--- src/sv/swm_pkg.sv ---
`timescale 1ns / 1ps
`default_nettype none
// ----------------------------------------------------------------------------
// swm_pkg: shared definitions for the sliding window maximum unit
// Field widths, register reset value and the result record handed from the
// deque sequencer to the output stage.
// ----------------------------------------------------------------------------
package swm_pkg;

    // sample and register widths
    localparam int SAMPLE_W = 32;
    localparam int LEN_W    = 7;

    // default deque depth and window length after reset
    localparam int              WINDOW_DEPTH_DEF = 64;
    localparam logic [LEN_W-1:0] LEN_RESET        = 7'd3;

    // one window maximum leaving the sequencer
    typedef struct packed {
        logic                       valid;
        logic signed [SAMPLE_W-1:0] value;
    } result_t;

endpackage
`default_nettype wire

--- src/sv/swm_ram.sv ---
`timescale 1ns / 1ps
`default_nettype none
// ----------------------------------------------------------------------------
// swm_ram: generic single-write, single-read synchronous RAM
// One write port and one read port; read data is registered.
// ----------------------------------------------------------------------------
module swm_ram #(
    parameter int WIDTH = 8,
    parameter int DEPTH = 64,
    localparam int AW   = (DEPTH > 1) ? $clog2(DEPTH) : 1
) (
    input  wire logic             clk,
    input  wire logic             wr_en,
    input  wire logic [AW-1:0]    wr_addr,
    input  wire logic [WIDTH-1:0] wr_data,
    input  wire logic [AW-1:0]    rd_addr,
    output logic      [WIDTH-1:0] rd_data
);

    logic [WIDTH-1:0] mem [DEPTH];

    // write port and registered read port
    always_ff @(posedge clk)
    begin
        if (wr_en)
        begin
            mem[wr_addr] <= wr_data;
        end
        rd_data <= mem[rd_addr];
    end

endmodule
`default_nettype wire

--- src/sv/swm_ctrl.sv ---
`timescale 1ns / 1ps
`default_nettype none
// ----------------------------------------------------------------------------
// swm_ctrl: monotonic deque sequencer
// Keeps head, count and arrival position of the candidate deque whose entries
// live in the RAM. Per sample it pops expired candidates off the front, pops
// smaller or equal candidates off the back, then appends the sample.
// ----------------------------------------------------------------------------
module swm_ctrl
#(
    parameter int WINDOW_DEPTH = 64,
    localparam int ADDR_W = (WINDOW_DEPTH > 1) ? $clog2(WINDOW_DEPTH) : 1,
    localparam int CNT_W  = $clog2(WINDOW_DEPTH + 1),
    localparam int POS_W  = $clog2(2 * WINDOW_DEPTH),
    localparam int WORD_W = swm_pkg::SAMPLE_W + POS_W
) (
    input  wire logic                              clk,
    input  wire logic                              rst_n,
    // sample request
    input  wire logic                              in_valid,
    output logic                                   in_ready,
    input  wire logic signed [swm_pkg::SAMPLE_W-1:0] in_sample,
    input  wire logic                              in_restart,
    // effective window length, 1..WINDOW_DEPTH
    input  wire logic [CNT_W-1:0]                  win_len,
    // output stage can take a result this cycle
    input  wire logic                              out_free,
    output swm_pkg::result_t                       res,
    // candidate RAM
    output logic                                   ram_we,
    output logic [ADDR_W-1:0]                      ram_waddr,
    output logic [WORD_W-1:0]                      ram_wdata,
    output logic [ADDR_W-1:0]                      ram_raddr,
    input  wire logic [WORD_W-1:0]                 ram_rdata
);

    import swm_pkg::*;

    localparam int SUM_W  = CNT_W + 1;
    localparam int DIFF_W = POS_W + 1;
    localparam int SPAN   = 2 * WINDOW_DEPTH;

    localparam logic [1:0] S_IDLE   = 2'd0;
    localparam logic [1:0] S_FRONT  = 2'd1;
    localparam logic [1:0] S_BACK   = 2'd2;
    localparam logic [1:0] S_FINISH = 2'd3;

    logic [1:0]                state_reg, state_next;
    logic [ADDR_W-1:0]         head_reg, head_next;
    logic [CNT_W-1:0]          count_reg, count_next;
    logic [POS_W-1:0]          pos_reg, pos_next;
    logic [CNT_W-1:0]          seen_reg, seen_next;
    logic signed [SAMPLE_W-1:0] x_reg, x_next;
    logic signed [SAMPLE_W-1:0] front_reg, front_next;

    logic signed [SAMPLE_W-1:0] rd_value;
    logic [POS_W-1:0]          rd_pos;
    logic [DIFF_W-1:0]         age;
    logic                      expired;
    logic [CNT_W-1:0]          seen_inc;
    logic                      produce;

    // deque slot at an offset from a base, modulo the depth
    function automatic logic [ADDR_W-1:0] slot_of(input logic [ADDR_W-1:0] base,
                                                  input logic [CNT_W-1:0]  off);
        logic [SUM_W-1:0] sum;
        sum = SUM_W'(base) + SUM_W'(off);
        if (sum >= SUM_W'(WINDOW_DEPTH))
        begin
            sum = sum - SUM_W'(WINDOW_DEPTH);
        end
        return sum[ADDR_W-1:0];
    endfunction

    // fields of the entry read last cycle
    assign rd_value = $signed(ram_rdata[SAMPLE_W-1:0]);
    assign rd_pos   = ram_rdata[SAMPLE_W +: POS_W];

    // age of the entry, modulo the position span
    always_comb
    begin
        if (pos_reg >= rd_pos)
        begin
            age = DIFF_W'(pos_reg) - DIFF_W'(rd_pos);
        end
        else
        begin
            age = DIFF_W'(pos_reg) + DIFF_W'(SPAN) - DIFF_W'(rd_pos);
        end
    end
    assign expired = (age >= DIFF_W'(win_len));

    // samples since restart, saturating at the window length
    assign seen_inc = (seen_reg < win_len) ? seen_reg + CNT_W'(1) : seen_reg;
    assign produce  = (seen_inc >= win_len);

    // sequencer
    always_comb
    begin
        state_next = state_reg;
        head_next  = head_reg;
        count_next = count_reg;
        pos_next   = pos_reg;
        seen_next  = seen_reg;
        x_next     = x_reg;
        front_next = front_reg;
        in_ready   = 1'b0;
        ram_we     = 1'b0;
        ram_waddr  = slot_of(head_reg, count_reg);
        ram_wdata  = {pos_reg, x_reg};
        ram_raddr  = head_reg;
        res.valid  = 1'b0;
        res.value  = (count_reg == '0) ? x_reg : front_reg;

        unique case (state_reg)
            S_IDLE:
            begin
                in_ready = 1'b1;
                if (in_valid)
                begin
                    x_next = in_sample;
                    if (in_restart)
                    begin
                        head_next  = '0;
                        count_next = '0;
                        pos_next   = '0;
                        seen_next  = '0;
                    end
                    // fetch the front candidate
                    ram_raddr  = head_next;
                    state_next = (count_next != '0) ? S_FRONT : S_FINISH;
                end
            end
            S_FRONT:
            begin
                if (expired)
                begin
                    // front left the window, look at the next one
                    head_next  = slot_of(head_reg, CNT_W'(1));
                    count_next = count_reg - CNT_W'(1);
                    ram_raddr  = head_next;
                    state_next = (count_reg == CNT_W'(1)) ? S_FINISH : S_FRONT;
                end
                else
                begin
                    // front stays; fetch the back candidate
                    front_next = rd_value;
                    ram_raddr  = slot_of(head_reg, count_reg - CNT_W'(1));
                    state_next = S_BACK;
                end
            end
            S_BACK:
            begin
                if (x_reg >= rd_value)
                begin
                    count_next = count_reg - CNT_W'(1);
                    ram_raddr  = slot_of(head_reg, count_reg - CNT_W'(2));
                    state_next = (count_reg == CNT_W'(1)) ? S_FINISH : S_BACK;
                end
                else
                begin
                    state_next = S_FINISH;
                end
            end
            S_FINISH:
            begin
                // append the sample and report once the output can take it
                if (!produce || out_free)
                begin
                    ram_we     = 1'b1;
                    count_next = count_reg + CNT_W'(1);
                    pos_next   = (pos_reg == POS_W'(SPAN - 1)) ? '0 : pos_reg + POS_W'(1);
                    seen_next  = seen_inc;
                    res.valid  = produce;
                    state_next = S_IDLE;
                end
            end
            default:
            begin
                state_next = S_IDLE;
            end
        endcase
    end

    // control registers
    always_ff @(posedge clk or negedge rst_n)
    begin
        if (!rst_n)
        begin
            state_reg <= S_IDLE;
            head_reg  <= '0;
            count_reg <= '0;
            pos_reg   <= '0;
            seen_reg  <= '0;
        end
        else
        begin
            state_reg <= state_next;
            head_reg  <= head_next;
            count_reg <= count_next;
            pos_reg   <= pos_next;
            seen_reg  <= seen_next;
        end
    end

    // payload registers
    always_ff @(posedge clk)
    begin
        x_reg     <= x_next;
        front_reg <= front_next;
    end

endmodule
`default_nettype wire

--- src/sv/sliding_window_maximum_unit.sv ---
`timescale 1ns / 1ps
`default_nettype none
// ----------------------------------------------------------------------------
// sliding_window_maximum_unit: streaming maximum over the last N samples
//
//   channel   dir  handshake               payload
//   s_axis    in   tvalid/tready           tdata = sample, tuser = restart
//   m_axis    out  tvalid/tready           tdata = window_max
//   cfg       in   cfg_wr_en               cfg_wr_data = window_length
//
// One sample at a time: with the deque empty (or emptied by a restart) the
// sequencer goes straight to the append step; otherwise it steps through
// each expired front candidate, a surviving front and each back comparison,
// read through the single RAM read port, one deque entry per cycle.
// Reset empties the deque and loads a window length of 3; the RAM needs no
// clearing since only live deque entries are read.
// A result waits in the output register while the next sample is taken;
// the sequencer holds its append only if that register is still full.
// ----------------------------------------------------------------------------
module sliding_window_maximum_unit
#(
    parameter int WINDOW_DEPTH = swm_pkg::WINDOW_DEPTH_DEF
) (
    input  wire logic                           clk,
    input  wire logic                           rst_n,
    input  wire logic                           s_axis_tvalid,
    output logic                                s_axis_tready,
    input  wire logic [swm_pkg::SAMPLE_W-1:0]   s_axis_tdata,  // [31:0] sample
    input  wire logic                           s_axis_tuser,  // [0] restart
    output logic                                m_axis_tvalid,
    input  wire logic                           m_axis_tready,
    output logic [swm_pkg::SAMPLE_W-1:0]        m_axis_tdata,  // [31:0] window_max
    input  wire logic                           cfg_wr_en,
    input  wire logic [swm_pkg::LEN_W-1:0]      cfg_wr_data
);

    import swm_pkg::*;

    localparam int ADDR_W = (WINDOW_DEPTH > 1) ? $clog2(WINDOW_DEPTH) : 1;
    localparam int CNT_W  = $clog2(WINDOW_DEPTH + 1);
    localparam int POS_W  = $clog2(2 * WINDOW_DEPTH);
    localparam int WORD_W = SAMPLE_W + POS_W;
    localparam int EXT_W  = (CNT_W > LEN_W) ? CNT_W : LEN_W;

    logic [LEN_W-1:0]    len_reg;
    logic [CNT_W-1:0]    win_len;
    logic                out_valid_reg;
    logic [SAMPLE_W-1:0] out_data_reg;
    logic                out_free;
    result_t             res;

    logic                ram_we;
    logic [ADDR_W-1:0]   ram_waddr;
    logic [WORD_W-1:0]   ram_wdata;
    logic [ADDR_W-1:0]   ram_raddr;
    logic [WORD_W-1:0]   ram_rdata;

    // window length register
    always_ff @(posedge clk or negedge rst_n)
    begin
        if (!rst_n)
        begin
            len_reg <= LEN_RESET;
        end
        else if (cfg_wr_en)
        begin
            len_reg <= cfg_wr_data;
        end
    end

    // zero counts as one, lengths beyond the depth clamp to it
    always_comb
    begin
        if (len_reg == '0)
        begin
            win_len = CNT_W'(1);
        end
        else if (EXT_W'(len_reg) > EXT_W'(WINDOW_DEPTH))
        begin
            win_len = CNT_W'(WINDOW_DEPTH);
        end
        else
        begin
            win_len = CNT_W'(len_reg);
        end
    end

    // output register
    assign out_free = !out_valid_reg || m_axis_tready;

    always_ff @(posedge clk or negedge rst_n)
    begin
        if (!rst_n)
        begin
            out_valid_reg <= 1'b0;
        end
        else if (res.valid)
        begin
            out_valid_reg <= 1'b1;
        end
        else if (m_axis_tready)
        begin
            out_valid_reg <= 1'b0;
        end
    end

    always_ff @(posedge clk)
    begin
        if (res.valid)
        begin
            out_data_reg <= res.value;
        end
    end

    assign m_axis_tvalid = out_valid_reg;
    assign m_axis_tdata  = out_data_reg;

    // deque sequencer
    swm_ctrl #(
        .WINDOW_DEPTH (WINDOW_DEPTH)
    ) u_ctrl (
        .clk        (clk),
        .rst_n      (rst_n),
        .in_valid   (s_axis_tvalid),
        .in_ready   (s_axis_tready),
        .in_sample  ($signed(s_axis_tdata)),
        .in_restart (s_axis_tuser),
        .win_len    (win_len),
        .out_free   (out_free),
        .res        (res),
        .ram_we     (ram_we),
        .ram_waddr  (ram_waddr),
        .ram_wdata  (ram_wdata),
        .ram_raddr  (ram_raddr),
        .ram_rdata  (ram_rdata)
    );

    // candidate store: {arrival position, value}
    swm_ram #(
        .WIDTH (WORD_W),
        .DEPTH (WINDOW_DEPTH)
    ) u_cand_ram (
        .clk     (clk),
        .wr_en   (ram_we),
        .wr_addr (ram_waddr),
        .wr_data (ram_wdata),
        .rd_addr (ram_raddr),
        .rd_data (ram_rdata)
    );

    // a result never lands on an output register that is still full
    assert property (@(posedge clk) disable iff (!rst_n)
        res.valid |-> out_free)
        else $error("result overwrote a pending window maximum");

    // the sequencer is not ready again in the cycle after it takes a sample
    assert property (@(posedge clk) disable iff (!rst_n)
        (s_axis_tvalid && s_axis_tready) |=> !s_axis_tready)
        else $error("sample taken while the previous one is in progress");

    // a new result only follows a sample that was in progress
    assert property (@(posedge clk) disable iff (!rst_n)
        $rose(m_axis_tvalid) |-> $past(!s_axis_tready))
        else $error("result appeared without a sample in progress");

    // the RAM is never written while a sample is being taken
    assert property (@(posedge clk) disable iff (!rst_n)
        ram_we |-> !s_axis_tready)
        else $error("candidate write outside the append step");

endmodule
`default_nettype wire
--- config.mk ---
export PLATFORM = sky130hd
export DESIGN_NAME = sliding_window_maximum_unit
export DESIGN_NICKNAME = d
export VERILOG_FILES = /design/src/sv/swm_pkg.sv /design/src/sv/swm_ram.sv /design/src/sv/swm_ctrl.sv /design/src/sv/sliding_window_maximum_unit.sv
export SDC_FILE = /design/constraint.sdc
export NUM_CORES = 2
export LEC_CHECK = 0
export ABC_AREA = 1
export BUFFER_PORTS_ARGS = -buffer_cell sky130_fd_sc_hd__clkbuf_2
export CORE_ASPECT_RATIO = 1.75
export CORE_UTILIZATION = 35
export DETAILED_ROUTE_END_ITERATION = 7
export PLACE_DENSITY = 0.52
export SETUP_SLACK_MARGIN = 0.3
export SKIP_CTS_REPAIR_TIMING = 1
export SYNTH_ARGS = -nofsm -noshare
export SYNTH_HDL_FRONTEND = slang
export SYNTH_SLANG_ARGS = --single-unit
--- constraint.sdc ---
create_clock -name clk -period 7.4 [get_ports clk]
set_input_delay 1.48 -clock clk [delete_from_list [all_inputs] [get_ports clk]]
set_output_delay 1.48 -clock clk [all_outputs]
set_load 0.02 [all_outputs]
# == Word-level counts from Yosys, hierarchy flattened ==
# Memories as Yosys holds them, arrays and structs flattened. A register that Yosys moved wholly into a read port is not among the register bits.
# Cells that the tools add are included.
# Widths: inputs -> output; s select.
# word_totals
ff_bits,133
latchBits,0
mem_bits_rw,2496
mem_bits_ro,0
output_inout_bits,34
elab_cells,113
mem_count,1
# op_classes
addsub,16
multipliers,0
div,0
magnitude_cmp,10
eq_ne,10
n_shift,0
muxes,48
n_bitwise,1
n_reduce_logical,17
# memory_table
memory,words,word_bits,rd,rd_clocked_by_memory_dff,write_ports,line,source
u_cand_ram.mem,64,39,1,1,1,swm_ram.sv:20,logic [WIDTH-1:0] mem [DEPTH];
# op_table
cell,count
$mux 7,15
$mux 6,9
$ge 32x32->1,1
$mux 32,1
$pmux 7 s2,2
$pmux 7 s4,1
$add 6x7->8,3
$ge 8x7->1 const B,3
$sub 6x1->6 const B,4
$add 7x1->7 const B,3
$pmux 6 s3,1
$ge 7x7->1,2
$logic_not 7->1,2
$mux 2,6
$pmux 6 s2,1
$mux 1,10
$add 7x8->8 const B,1
$ge 8x7->1,1
$mux 8,1
$pmux 2 s4,1
$reduce_and 2->1,4
$reduce_and 4->1,2
$sub 7x7->8,1
$sub 8x7->8,1
other kinds (18),26

# == Logic depth before layout (Yosys ltp) ==
# depth
ltp_word,12
depth_mapped,31
mapped_depth_nobuf,29

# == Hierarchy ==
# Synthesis repeated with hierarchy kept, for this count alone.
# hier_totals
hier_cells,9125
hier_area_um2,109536.3
# by_module_without_submodules
module,instances,cells_each,area_each_um2,seq_area_each_um2
swm_ram,1,8234,101092.0,75732.6
swm_ctrl,1,816,7121.8,2647.5
sliding_window_maximum_unit,1,75,1322.5,1163.6

# == Worst setup path after synthesis ==
# OpenSTA, ideal clock, no wires.
# synth_timing
kind,register to register
startpoint,register len_reg[0]
endpoint,memory u_cand_ram.mem[0][0] (netlist name) (enable)
arrival_time_ns,5.205
slack_ns,1.759
path_stages_with_launch,24
synth_period_minus_slack_ns,5.641
cell_sequence,dfstp_2 nor2_1 nand4_1 nand2_1 nand2_1 ha_1 a21oi_1 nand2_1 nand4_1 o211ai_1 xor2_1 ha_1 o21a_1 o21a_1 o21ai_0 a21boi_0 o21a_1 o21ai_0 nand2_1 nand2_1 inv_1 nor2_1 nand4_1 nor2_1
# synth_between
elab_chain_len,12
elab_cells_between_ends,13
# synth_rtl
item,line,source
start: declaration,sliding_window_maximum_unit.sv:45,logic [LEN_W-1:0] len_reg;
start signal: assignment,sliding_window_maximum_unit.sv:67,len_reg <= cfg_wr_data;
$gt 7x7->1,sliding_window_maximum_unit.sv:78,else if (EXT_W'(len_reg) > EXT_W'(WINDOW_DEPTH))
$mux 7,sliding_window_maximum_unit.sv:78,
$mux 7 (*),sliding_window_maximum_unit.sv:74,if (len_reg == '0)
$lt 7x7->1,swm_ctrl.sv:94,assign seen_inc = (seen_reg < win_len) ? seen_reg + CNT_W'(1) : seen_reg;
$mux 7,swm_ctrl.sv:94,
$ge 7x7->1 (*),swm_ctrl.sv:95,assign produce = (seen_inc >= win_len);
$logic_not 1->1 (*),swm_ctrl.sv:168,if (!produce || out_free)
$logic_or 1x1->1 (*),swm_ctrl.sv:168,
$mux 1 (*),swm_ctrl.sv:168,
$mux 1 (*),swm_ctrl.sv:115,unique case (state_reg)
$mux 1 (*),swm_ram.sv:25,if (wr_en)
$mux 1 (implied by the code) (*),swm_ram.sv:27,mem[wr_addr] <= wr_data;
end: declaration,swm_ram.sv:20,
# Every way passes the cells marked *; elsewhere a longest branch is shown, timed or not.

# == Final worst setup path ==
# layout_timing
startpoint,"register u_cand_ram.rd_data[34], read port of u_cand_ram.mem"
endpoint,"register u_cand_ram.rd_data[38], read port of u_cand_ram.mem"
# layout_between
elab_chain_len,5
elab_cells_between_ends,7
# layout_rtl
item,line,source
start: declaration,swm_ram.sv:17,output logic [WIDTH-1:0] rd_data
"$sub 8x7->8, or another cell as far along",swm_ctrl.sv:88,age = DIFF_W'(pos_reg) + DIFF_W'(SPAN) - DIFF_W'(rd_pos);
$mux 8 (*),swm_ctrl.sv:82,if (pos_reg >= rd_pos)
$ge 8x7->1 (*),swm_ctrl.sv:91,assign expired = (age >= DIFF_W'(win_len));
$mux 6 (*),swm_ctrl.sv:136,if (expired)
$pmux 6 s3 (*),swm_ctrl.sv:115,
# Marked as above.
# A chain may end at the register's enable or synchronous reset.

==> results summary <==
The flow ran to the end, and the final reports show no timing, DRC or antenna violations. Of the synthesized area, sequential elements account for 68.3%. Setup repair after global routing left no endpoint under its margin. The area growth from synthesis to layout is 12.1%. For this run, the leading register cell type out of synthesis is sky130_fd_sc_hd__edfxtp_1. The first-pass detailed-route iteration total is 6. At the end of routability-driven placement, the weighted congestion stood at 0.854.

After detailed routing, the total wire length is roughly 380 mm. The total area of multi-input combinational cells is 30300 µm². The count of state elements after synthesis came out at 2668. The required time at the worst-slack endpoint is 8210 ps. The number of remaining DRC errors came out at 0. u_cand_ram.mem holds more flip-flops than any other register. The area occupied by registers is 79600 µm².

The number of max-capacitance violations reported came out at 0. Buffers inserted during clock tree synthesis total 244. The startpoint kind of the worst setup timing path is a flip-flop.

The residual overflow from global routing is 0. The via density per instance came out at 5.35. The max-slew headroom at the worst pin is 18.1%. The via count of the routed design is 80800. The CTS tree is yes. After clock tree synthesis, the clock-pin slew on the worst setup and hold paths is approximately 70 ps.

Counting every sink on the clock net gives 2668. The net count after synthesis is 10800. After detailed routing, the average wire length per cell comes to 25.5 µm. STA classifies the critical path endpoint as a flip-flop. The total of endpoints with negative setup slack in the final report came out at 0. The via count of the first global-routing pass came out at 77900.

The cell sitting at the root of the clock tree is a sky130_fd_sc_hd__clkbuf_16. The post-synthesis cell type count came out at 46. The horizontal extent of the die is 438 µm. In this run the number of H-tree levels came out at 4. The I/O pin total is 79. The die outline height came out at 765 µm.

The final count of pins violating max slew came out at 0. The cell area after layout came out at 131000 µm². The final net count came out at 10700. The maximum number of buffers from clock root to sink came out at 4.

The port buffer count came out at slightly below 80. The number of synthesized flops with an enable pin came out at between 2000 and 3000. The largest registers in the layout are u_cand_ram.mem: 2496 flops, u_cand_ram.rd_data: 39 flops. The cell area after technology mapping is 116000 µm². The global router's overall resource usage is 22.4%. The number of antenna violations at the first check in global routing came out at 26. The data arrival time of the critical path came out at between 6000 and 7000 ps. The highest clock rate came out at 162 MHz. Of all flip-flops after synthesis, the portion carrying an async set or reset was 1.39%. The mean cell area of the mapped netlist came out at between 10 and 15 µm². The fill cell total of the finished layout came out at 31500. The overall die area is 335000 µm². Once the floorplan was initialized, standard cells occupied 35.2% of the core. The period utilization came out at between 80% and 90%.

The path category of the worst min-delay check is flip-flop to flip-flop. The final-report hold violation count is 0. The gate count after technology mapping came out at 10600.

The final setup skew is 29.0 ps. The number of antenna-violating nets in the routed design is 0. The placed instance area came out at 123000 µm². The sum of negative setup slack came out at 0 ps.

The violation count after the first detailed-route iteration is 8239. The start-to-end type of the worst setup path is flip-flop to flip-flop. At the pin with the least slew margin, the transition time is 1220 ps. Entering global routing, the biggest net connects ~170 pins. The number of flip-flops under the largest register name came out at 2496.

The number of warnings printed during yosys synthesis came out at 0. The worst path needs ~6000 ps of the cycle, external delays included. The largest driver fanout on the critical path is 53. The first-pass GRT wire length is roughly 550 mm. Of the cells placed in the final design, the portion with a size suffix greater than 1 is 7.52%.

The floorplan has 279 rows. Counting tap cells, the placed design contains a total of between 10000 and 15000 instances. The floorplan core area is between 300000 and 400000 µm². The sum of net half-perimeters after detailed placement came out at 212 mm. Clock latency on the worst-skew pair, taken at its later pin, is 930 ps.

The finished layout holds between 15000 and 20000 standard cells, fillers aside.
==> critical path, cell delays in order (launching register included) <==
cell and delay [ps]:
sky130_fd_sc_hd__dfxtp_1 590, sky130_fd_sc_hd__inv_1 120, sky130_fd_sc_hd__ha_1 370, sky130_fd_sc_hd__nand2_1 90
sky130_fd_sc_hd__o21ai_1 310, sky130_fd_sc_hd__a31oi_1 150, sky130_fd_sc_hd__xor2_1 170, sky130_fd_sc_hd__ha_1 290
sky130_fd_sc_hd__a21o_1 180, sky130_fd_sc_hd__a21oi_1 200, sky130_fd_sc_hd__nand3_2 210, sky130_fd_sc_hd__nand2_1 110
sky130_fd_sc_hd__nand2_1 60, sky130_fd_sc_hd__nor2_1 300, sky130_fd_sc_hd__nand2_8 310, sky130_fd_sc_hd__nand2_8 610
sky130_fd_sc_hd__buf_12 360, sky130_fd_sc_hd__buf_4 250, sky130_fd_sc_hd__buf_4 230, sky130_fd_sc_hd__nand2_1 70
sky130_fd_sc_hd__nand2_1 50, sky130_fd_sc_hd__nand2_1 50, sky130_fd_sc_hd__nand3_1 110, sky130_fd_sc_hd__nand3_1 120
sky130_fd_sc_hd__nand3_1 140, sky130_fd_sc_hd__nand3_1 210, sky130_fd_sc_hd__nand2_1 300
==> cells in the mapped netlist, types with 5 or more instances <==
cell type | n | area share [%]
sky130_fd_sc_hd__ha_1 | 86 | 0.92
sky130_fd_sc_hd__xor2_1 | 31 | 0.23
sky130_fd_sc_hd__a31oi_1 | 6 | 0.032
sky130_fd_sc_hd__nand2_1 | 2605 | 8.4
sky130_fd_sc_hd__dfrtp_1 | 35 | 0.75
sky130_fd_sc_hd__nand4_1 | 17 | 0.091
sky130_fd_sc_hd__nor3_1 | 9 | 0.039
sky130_fd_sc_hd__nor2_1 | 119 | 0.38
sky130_fd_sc_hd__clkbuf_1 | 241 | 0.78
sky130_fd_sc_hd__o21ai_1 | 5 | 0.021
sky130_fd_sc_hd__edfxtp_1 | 2592 | 67
sky130_fd_sc_hd__buf_1 | 83 | 0.27
sky130_fd_sc_hd__nand3_1 | 2691 | 12
sky130_fd_sc_hd__a21oi_1 | 50 | 0.21
sky130_fd_sc_hd__o22ai_1 | 7 | 0.038
sky130_fd_sc_hd__buf_2 | 361 | 1.6
sky130_fd_sc_hd__buf_4 | 12 | 0.077
sky130_fd_sc_hd__nand3b_1 | 469 | 3.0
sky130_fd_sc_hd__o211ai_1 | 5 | 0.032
sky130_fd_sc_hd__o21ai_0 | 48 | 0.21
sky130_fd_sc_hd__dfxtp_1 | 39 | 0.67
sky130_fd_sc_hd__inv_1 | 1075 | 3.5
sky130_fd_sc_hd__xnor2_1 | 6 | 0.045
==> metal layers <==
metal  share of wire [%]  GRT usage, %
met2                  50          39.0
met1                  40          28.7
met4                 3.3          7.51
met3                 6.7          2.80
met5               0.036             0
==> final timing paths <==
kind,start,to,slack (ps),cells past startpoint
worst max-delay path,u_cand_ram.rd_data[34],u_cand_ram.rd_data[38],1240,26
worst min-delay path,u_ctrl.x_reg[31],u_cand_ram.mem[44][31],520,0
worst max register to register,u_cand_ram.rd_data[34],u_cand_ram.rd_data[38],1240,26
worst min register to register,u_ctrl.x_reg[31],u_cand_ram.mem[44][31],520,0
max in group asynchronous,rst_n,u_ctrl.pos_reg[2],5830,1
min in group asynchronous,rst_n,len_reg[5],790,1
==> placed cells by master (no fill, tap or decap), types with 6 or more instances in the layout <==
master,count
sky130_fd_sc_hd__a21oi_1,49
sky130_fd_sc_hd__a31oi_1,6
sky130_fd_sc_hd__buf_12,73
sky130_fd_sc_hd__buf_4,217
sky130_fd_sc_hd__bufinv_16,20
sky130_fd_sc_hd__clkbuf_1,53
sky130_fd_sc_hd__clkbuf_16,247
sky130_fd_sc_hd__clkbuf_2,78
sky130_fd_sc_hd__clkbuf_8,14
sky130_fd_sc_hd__clkinv_1,50
sky130_fd_sc_hd__clkinv_2,51
sky130_fd_sc_hd__dfrtp_1,28
sky130_fd_sc_hd__dfrtp_2,7
sky130_fd_sc_hd__dfxtp_1,39
sky130_fd_sc_hd__diode_2,10
sky130_fd_sc_hd__edfxtp_1,2592
sky130_fd_sc_hd__ha_1,86
sky130_fd_sc_hd__inv_1,1073
sky130_fd_sc_hd__nand2_1,2603
sky130_fd_sc_hd__nand3_1,2691
sky130_fd_sc_hd__nand3b_1,469
sky130_fd_sc_hd__nand4_1,17
sky130_fd_sc_hd__nor2_1,53
sky130_fd_sc_hd__nor2_4,65
sky130_fd_sc_hd__nor3_1,9
sky130_fd_sc_hd__o21ai_0,48
sky130_fd_sc_hd__o22ai_1,7
sky130_fd_sc_hd__xnor2_1,6
sky130_fd_sc_hd__xor2_1,31
==> through the flow <==
step                      util (%)  hold slack, ps  setup WS [ps]
after detailed placement      37.2             485           1340
final                         39.5             515           1240
after global routing          39.5             516            932
after global placement        37.2             472           1390
after floorplan                  -             408           1760
after CTS                     39.5             505           1290
==> logic make-up after synthesis <==
logic type	Yosys count	synth area share, %
flip-flops	2668	68.3
AND/OR/NAND/NOR	5918	23.5
AO/OA/AOI/OAI	142	0.686
buffers and inverters	1779	6.18
multiplexers	4	0.0387
adder cells (fa/ha/maj)	90	0.992
XOR/XNOR	37	0.278
==> cell type report <==
type | instances | area share, %
Sequential cell | 2668 | 60.9
Clock inverter | 131 | 0.873
Inverter | 1079 | 3.11
Tap cell | 4355 | 4.17
Timing Repair Buffer | 368 | 2.66
Clock buffer | 314 | 5.03
Antenna cell | 10 | 0.0192
Multi-Input combinational cell | 6191 | 23.2
Power is not shown: default switching activity piles up to over one toggle a cycle in this logic, so the estimate is an artifact.
